File: config.mk
export PLATFORM = sky130hd
export DESIGN_NAME = multispecies_life_cell_rule_top
export DESIGN_NICKNAME = d
export VERILOG_FILES = /design/src/rtl/core/mlcr_pkg.sv /design/src/rtl/core/mlcr_lane.sv /design/src/rtl/core/mlcr_merge.sv /design/src/rtl/core/multispecies_life_cell_rule_top.sv
export SDC_FILE = /design/constraint.sdc
export NUM_CORES = 1
export LEC_CHECK = 0
export BUFFER_PORTS_ARGS = -buffer_cell sky130_fd_sc_hd__buf_2
export CORE_UTILIZATION = 65
export CTS_BUF_LIST = sky130_fd_sc_hd__clkbuf_8
export DETAILED_ROUTE_END_ITERATION = 16
export MAX_ROUTING_LAYER = met4
export PLACE_DENSITY = 0.9
export REMOVE_ABC_BUFFERS = 1
export SYNTH_ARGS = -nofsm -noshare
export SYNTH_HDL_FRONTEND = slang
export SYNTH_SLANG_ARGS = --single-unit
File: constraint.sdc
create_clock -name clk -period 11.07 [get_ports clk]
set_clock_uncertainty 0.05 [all_clocks]
set_input_delay 2.214 -clock clk [delete_from_list [all_inputs] [get_ports clk]]
set_output_delay 2.214 -clock clk [all_outputs]
set_load 0.05 [all_outputs]
File: src/rtl/core/mlcr_pkg.sv
// Shared constants and types for the multispecies life cell rule block.
package mlcr_pkg;

  localparam int SPECIES_BITS_DEF = 4;
  localparam int NUM_NEIGHBORS    = 8;
  localparam int CNT_W            = 4;
  localparam int CFG_IDX_W        = 2;
  localparam int CFG_DATA_W       = 4;

  localparam logic [CFG_IDX_W-1:0] CFG_UNDER_LIMIT = 2'd0;
  localparam logic [CFG_IDX_W-1:0] CFG_OVER_LIMIT  = 2'd1;
  localparam logic [CFG_IDX_W-1:0] CFG_BIRTH_COUNT = 2'd2;

  localparam logic [CFG_DATA_W-1:0] UNDER_LIMIT_RST = 4'd2;
  localparam logic [CFG_DATA_W-1:0] OVER_LIMIT_RST  = 4'd3;
  localparam logic [CFG_DATA_W-1:0] BIRTH_COUNT_RST = 4'd3;

  // What one lane reports: whether its neighbour counts toward a species,
  // and how many equal live neighbours lie at or before it in scan order.
  typedef struct packed {
    logic             hit;
    logic [CNT_W-1:0] cnt;
  } lane_res_t;

endpackage

File: src/rtl/core/mlcr_lane.sv
// One neighbour lane: running count of its own species up to its scan position.
module mlcr_lane
  import mlcr_pkg::*;
#(
  parameter int LANE         = 0,
  parameter int SPECIES_BITS = SPECIES_BITS_DEF
) (
  input  logic [NUM_NEIGHBORS-1:0]              alive,
  input  logic [NUM_NEIGHBORS*SPECIES_BITS-1:0] species,
  output lane_res_t                             res
);

  logic [SPECIES_BITS-1:0] own;
  logic                    hit;
  logic [CNT_W-1:0]        cnt;

  assign own = species[LANE*SPECIES_BITS +: SPECIES_BITS];
  assign hit = alive[LANE] && (own != '0);

  always_comb begin
    cnt = '0;
    for (int j = 0; j <= LANE; j++) begin
      if (alive[j] && (species[j*SPECIES_BITS +: SPECIES_BITS] == own)) begin
        cnt = cnt + CNT_W'(1);
      end
    end
  end

  assign res.hit = hit;
  assign res.cnt = hit ? cnt : '0;

endmodule

File: src/rtl/core/mlcr_merge.sv
// Merge tree: picks the earliest lane holding the highest running count.
module mlcr_merge
  import mlcr_pkg::*;
#(
  parameter int SPECIES_BITS = SPECIES_BITS_DEF
) (
  input  lane_res_t                             res [NUM_NEIGHBORS],
  input  logic [NUM_NEIGHBORS*SPECIES_BITS-1:0] species,
  output logic [SPECIES_BITS-1:0]               winner
);

  logic [CNT_W-1:0]        c0 [8];
  logic [SPECIES_BITS-1:0] s0 [8];
  logic [CNT_W-1:0]        c1 [4];
  logic [SPECIES_BITS-1:0] s1 [4];
  logic [CNT_W-1:0]        c2 [2];
  logic [SPECIES_BITS-1:0] s2 [2];

  always_comb begin
    for (int k = 0; k < 8; k++) begin
      c0[k] = res[k].cnt;
      s0[k] = res[k].hit ? species[k*SPECIES_BITS +: SPECIES_BITS] : '0;
    end
    // The left operand is always earlier in scan order, so a tie keeps it.
    for (int k = 0; k < 4; k++) begin
      if (c0[2*k+1] > c0[2*k]) begin
        c1[k] = c0[2*k+1];
        s1[k] = s0[2*k+1];
      end else begin
        c1[k] = c0[2*k];
        s1[k] = s0[2*k];
      end
    end
    for (int k = 0; k < 2; k++) begin
      if (c1[2*k+1] > c1[2*k]) begin
        c2[k] = c1[2*k+1];
        s2[k] = s1[2*k+1];
      end else begin
        c2[k] = c1[2*k];
        s2[k] = s1[2*k];
      end
    end
    if (c2[1] > c2[0]) begin
      winner = s2[1];
    end else begin
      winner = (c2[0] == '0) ? '0 : s2[0];
    end
  end

endmodule

File: src/rtl/core/multispecies_life_cell_rule_top.sv
// Top level of the multispecies life cell rule: lanes, merge and handshake.
// Path: a transaction passes the stage-one register, then the output register.
// Throughput: one transaction per cycle; both pipeline stages advance together
// whenever the output register is empty or being taken.
// Reset: synchronous active-low rst_n empties the pipeline and reloads the
// rule registers with under limit 2, over limit 3 and birth count 3.
module multispecies_life_cell_rule_top
  import mlcr_pkg::*;
#(
  parameter int SPECIES_BITS = SPECIES_BITS_DEF
) (
  input  logic                                  clk,
  input  logic                                  rst_n,
  input  logic                                  in_valid,
  output logic                                  in_ready,
  input  logic                                  in_center_alive,
  input  logic [SPECIES_BITS-1:0]               in_center_species,
  input  logic [NUM_NEIGHBORS-1:0]              in_neighbor_alive,
  input  logic [NUM_NEIGHBORS*SPECIES_BITS-1:0] in_neighbor_species,
  output logic                                  out_valid,
  input  logic                                  out_ready,
  output logic                                  out_next_alive,
  output logic [SPECIES_BITS-1:0]               out_next_species,
  input  logic                                  cfg_valid,
  output logic                                  cfg_ready,
  input  logic [CFG_IDX_W-1:0]                  cfg_index,
  input  logic [CFG_DATA_W-1:0]                 cfg_data
);

  // Rule registers. The port always takes a write; an index past the last
  // register is accepted and dropped.
  logic [CFG_DATA_W-1:0] under_r, over_r, birth_r;

  assign cfg_ready = 1'b1;

  always_ff @(posedge clk) begin
    if (!rst_n) begin
      under_r <= UNDER_LIMIT_RST;
      over_r  <= OVER_LIMIT_RST;
      birth_r <= BIRTH_COUNT_RST;
    end else if (cfg_valid) begin
      case (cfg_index)
        CFG_UNDER_LIMIT: under_r <= cfg_data;
        CFG_OVER_LIMIT:  over_r  <= cfg_data;
        CFG_BIRTH_COUNT: birth_r <= cfg_data;
        default: ;
      endcase
    end
  end

  // Flow control. The output register frees itself when taken, and the lane
  // stage moves on whenever the output register can take its contents; while a
  // finished result waits, a new transaction enters only an empty lane stage.
  logic s1_v_r, out_v_r;
  logic out_adv, s1_adv;

  assign out_adv  = !out_v_r || out_ready;
  assign s1_adv   = out_adv;
  assign in_ready = !s1_v_r || s1_adv;

  // Stage one: live neighbour count, the survival or birth decision and the
  // eight lanes, each counting equal species up to its own scan position.
  logic [CNT_W-1:0] n_cnt;
  logic             survive, born;
  lane_res_t        lane_res [NUM_NEIGHBORS];

  always_comb begin
    n_cnt = '0;
    for (int k = 0; k < NUM_NEIGHBORS; k++) begin
      n_cnt = n_cnt + CNT_W'(in_neighbor_alive[k]);
    end
  end

  // A live cell dies below the under limit. Hitting either limit keeps it,
  // and otherwise it dies only above the over limit.
  assign survive = in_center_alive && !(n_cnt < under_r) &&
                   ((n_cnt == under_r) || (n_cnt == over_r) || !(n_cnt > over_r));
  assign born    = !in_center_alive && (n_cnt == birth_r);

  for (genvar g = 0; g < NUM_NEIGHBORS; g++) begin : g_lane
    mlcr_lane #(
      .LANE         (g),
      .SPECIES_BITS (SPECIES_BITS)
    ) u_lane (
      .alive   (in_neighbor_alive),
      .species (in_neighbor_species),
      .res     (lane_res[g])
    );
  end

  logic                                  s1_center_alive_r;
  logic                                  s1_survive_r, s1_born_r;
  logic [SPECIES_BITS-1:0]               s1_center_sp_r;
  logic [NUM_NEIGHBORS*SPECIES_BITS-1:0] s1_nsp_r;
  lane_res_t                             s1_res_r [NUM_NEIGHBORS];

  always_ff @(posedge clk) begin
    if (!rst_n) begin
      s1_v_r <= 1'b0;
    end else if (in_ready) begin
      s1_v_r <= in_valid;
    end
  end

  always_ff @(posedge clk) begin
    if (in_ready && in_valid) begin
      s1_center_alive_r <= in_center_alive;
      s1_survive_r      <= survive;
      s1_born_r         <= born;
      s1_center_sp_r    <= in_center_species;
      s1_nsp_r          <= in_neighbor_species;
      s1_res_r          <= lane_res;
    end
  end

  // Stage two: the merge tree finds the dominant species for a birth.
  logic [SPECIES_BITS-1:0] winner;

  mlcr_merge #(
    .SPECIES_BITS (SPECIES_BITS)
  ) u_merge (
    .res     (s1_res_r),
    .species (s1_nsp_r),
    .winner  (winner)
  );

  // A live cell keeps its species even when it dies; a newborn takes the
  // winner; a dead cell that stays dead reports species zero.
  logic                    out_alive_nxt;
  logic [SPECIES_BITS-1:0] out_sp_nxt;
  logic                    out_alive_r;
  logic [SPECIES_BITS-1:0] out_sp_r;

  always_comb begin
    out_alive_nxt = s1_survive_r || s1_born_r;
    if (s1_center_alive_r) begin
      out_sp_nxt = s1_center_sp_r;
    end else if (s1_born_r) begin
      out_sp_nxt = winner;
    end else begin
      out_sp_nxt = '0;
    end
  end

  always_ff @(posedge clk) begin
    if (!rst_n) begin
      out_v_r <= 1'b0;
    end else if (out_adv) begin
      out_v_r <= s1_v_r;
    end
  end

  always_ff @(posedge clk) begin
    if (out_adv && s1_v_r) begin
      out_alive_r <= out_alive_nxt;
      out_sp_r    <= out_sp_nxt;
    end
  end

  assign out_valid        = out_v_r;
  assign out_next_alive   = out_alive_r;
  assign out_next_species = out_sp_r;

endmodule

==> results.yml <==
outcome:
  outcome: "complete, no violations"
sta:
  setup_viol: 0
  finalWorstSetupSlack_ns: 4.46
  tightest_slew_ns: 1.07
  min_period_over_period_pct: 59.7
  slew_headroom_pct: 28.2
  final.min_clock_period_ns: 6.61
  timing.hold.ws_ns: 0.457
  clock.fmax_mhz: 151
  setup_tns_ns: 0
  slew_violations: 0
  hold_violations: 0
  rsz0062_at_grt: "false"
power:
  p_total_uw: 947
  swShare_pct: 33.8
  share_comb_of_total_power_pct: 30.7
  power.leakage_nw: 3.47
  power_frac_seq_pct: 43.5
  clock_power_share_pct: 25.8
  power_switching_uw: 321
  peakVddDrop_mv: 0.0945
  intPower_uw: 627
  powerDensity_mw_per_mm2: 120
logic_synthesis:
  yosysMostFrequentCell: "xor2_1"
  synth_cell_types: 62
  yosysSeqAreaShare_pct: 35.5
  synth_top_cell_area_share_pct: 31.7
  avgSynthCellArea_sq_um: 10.0
  synth_area_leaders: "edfxtp_1 (32%), xor2_1 (10%), ha_1 (10%)"
  synth_edf_count: 78
  yosys_register_bits: 92
  synthTopCellsByCount: "xor2_1 (88), edfxtp_1 (78), ha_1 (60), inv_1 (60), xnor2_1 (50)"
  synth_cells: 738
  async_reset_ff_share_pct: 0
  synthFlopType: "edfxtp_1"
  yosysWarnings: 0
  yosysTopAreaCell: "edfxtp_1"
  syn-cell-area_sq_mm: 0.00738
routing:
  vias: 5730
  wl_per_cell_um: 18.9
  ant_nets: 0
  drtIter0Drc: 492
  wirelength_mm: 17.3
  via_per_inst: 6.24
  drc_errors: 0
  dr.pass1.iters: 5
placement:
  hpwl_mm: 13.0
  pre_cts_ws_ns: 4.06
  place_inst: 902
  placed_area_sq_mm: 0.00765
  port_buffers: 62
  place_congestion: 0.899
min_path:
  hp-class: "reg -> reg"
  worstHoldStart: "over_r[0]"
  whs_endpoint: "over_r[0]"
  min_path_cells: 2
floorplan:
  core_sq_mm: 0.0109
  die_h_um: 109
  io-pin-count: 64
  start_util_pct: 67.5
  dieArea_sq_mm: 0.0118
  die_w_um: 109
  row_count: 38
job:
  max-cap-violations: 0
global_route:
  grt_max_degree: 74
  overflow: 0
  grt_use_total_pct: 32.9
  grt_pass1_wl_mm: 28.1
  grt_antenna_before_repair: 0
  grt_pass1_vias: 5768
cells_and_area:
  drive_above_1_share_pct: 14.3
  area_delta_synth_final_pct: 6.60
  n_fill_cell: 751
  final_cell_area_sq_mm: 0.00787
  layout.cells.non_filler: 918
  antennaDiodeCount: 0
  finalNetCount: 893
  finish.utilization_pct: 71.9
critical_path:
  r2r_cells: 23
  worstPathMaxFanout: 9
  worstPathRequired_ns: 11.13
  cp-end-kind: "flip-flop"
  crit_path_start_kind: "primary input"
  worstSetupPathType: "in -> reg"
  cp_data_arrival_time_ns: 6.67
  r2r_setup_slack_ns: 5.33
  rr_endpoint: "out_next_species[3]"
  reg2reg_from: "s1_res_r[1]"
cts:
  cts_sinks: 92
  cts_buffers: 9
  clk_path_buf_depth: 2
  h-tree-depth: 3
  post_cts_resized: 0
  postCtsSetupBuffers: 0
  clkTransAtPathRegs_ns: 0.09
  insertion_delay_ns: 0.39
  cts_hold_buffers: 0
  cts_tree: "built"
  cts.root.buffer_cell: "clkbuf_8"
placed cells by master, fill, tap and decap left out, types with 6 or more instances in the layout:
cell type	instances
nor2_1	39
buf_2	62
mux2_2	12
o41ai_1	7
clkbuf_8	9
xnor2_1	50
inv_1	60
edfxtp_1	78
ha_1	60
nand2b_1	9
o211ai_1	7
mux2i_1	17
nor3_1	16
nor2b_1	18
nand4_1	6
a21oi_1	29
xor2_1	88
dfxtp_1	14
nand3_1	29
nand2_1	43
and2_1	8
and3_1	9
o21ai_0	14
routing by layer:
layer,global-route usage [%],vias up,wire [um]
li1,-,2641,-
met1,38.0,2755,6840
met2,55.1,285,8740
met3,6.99,49,1280
met4,14.1,0,481
met5,-,-,0
worst max path at each step:
stage | from | to | slack, ns | depth (start not counted)
floorplan | in_neighbor_species[29] | s1_res_r[2] | 4.73 | 21
global placement | in_neighbor_species[29] | s1_res_r[2] | 4.31 | 22
detailed placement | in_neighbor_species[29] | s1_res_r[2] | 4.06 | 22
CTS | in_neighbor_species[29] | s1_res_r[2] | 4.46 | 22
global route | in_neighbor_species[29] | s1_res_r[2] | 4.19 | 22
finish | in_neighbor_species[29] | s1_res_r[2] | 4.46 | 22
power by group through the flow:
stage | Clock (mW) | Sequential [mW] | Combinational [mW]
floorplan | 0 | 0.422 | 0.191
global placement | 0 | 0.419 | 0.263
detailed placement | 0 | 0.420 | 0.285
CTS | 0.246 | 0.412 | 0.287
global route | 0.258 | 0.414 | 0.321
finish | 0.244 | 0.412 | 0.291
cell families (layout without fill, tap and decap cells):
kind of cell	Yosys count	count (layout)	synth area share [%]
muxes	30	30	4.29
and+or+nand+nor	204	204	15.0
adders and majority gates	64	64	11.3
xor gates and xnor gates	144	144	18.0
DFF	92	92	35.5
buffers and inverters	101	141	6.19
AOI/OAI and AO/OA	101	101	9.66
other	2	2	0.102
sequential cells by signal, indices dropped and copies added (netlist names), 4 cells and up:
name / cells
out_next_species: 4
birth_r: 4
over_r: 4
under_r: 4
s1_res_r: 34
s1_nsp_r: 32
s1_center_sp_r: 4
worst max-delay path, cell delays in order:
cell and delay, ns:
buf_2 0.22, inv_2 0.08, a22o_1 0.23, or4_1 0.52
inv_1 0.08, ha_1 0.28, xnor2_2 0.34, inv_1 0.09
ha_1 0.31, nand2_1 0.09, o31ai_1 0.08, ha_1 0.33
nor2_1 0.18, nor2_1 0.08, ha_1 0.29, nand2_1 0.08
o31ai_2 0.09, ha_1 0.34, mux2_1 0.33, ha_1 0.22
xnor2_1 0.17, nor2_1 0.06
area by class of cell:
type,count,area [sq um],area share (%)
inverter,62,233,2.96
clock buffer,9,124,1.57
timing repair buffer,63,318,4.04
multi-input combinational,545,4300,54.7
clock inverter,7,92.6,1.18
tap,140,175,2.23
sequential,92,2620,33.3
Note: power is estimated with default switching activity, not from simulation.
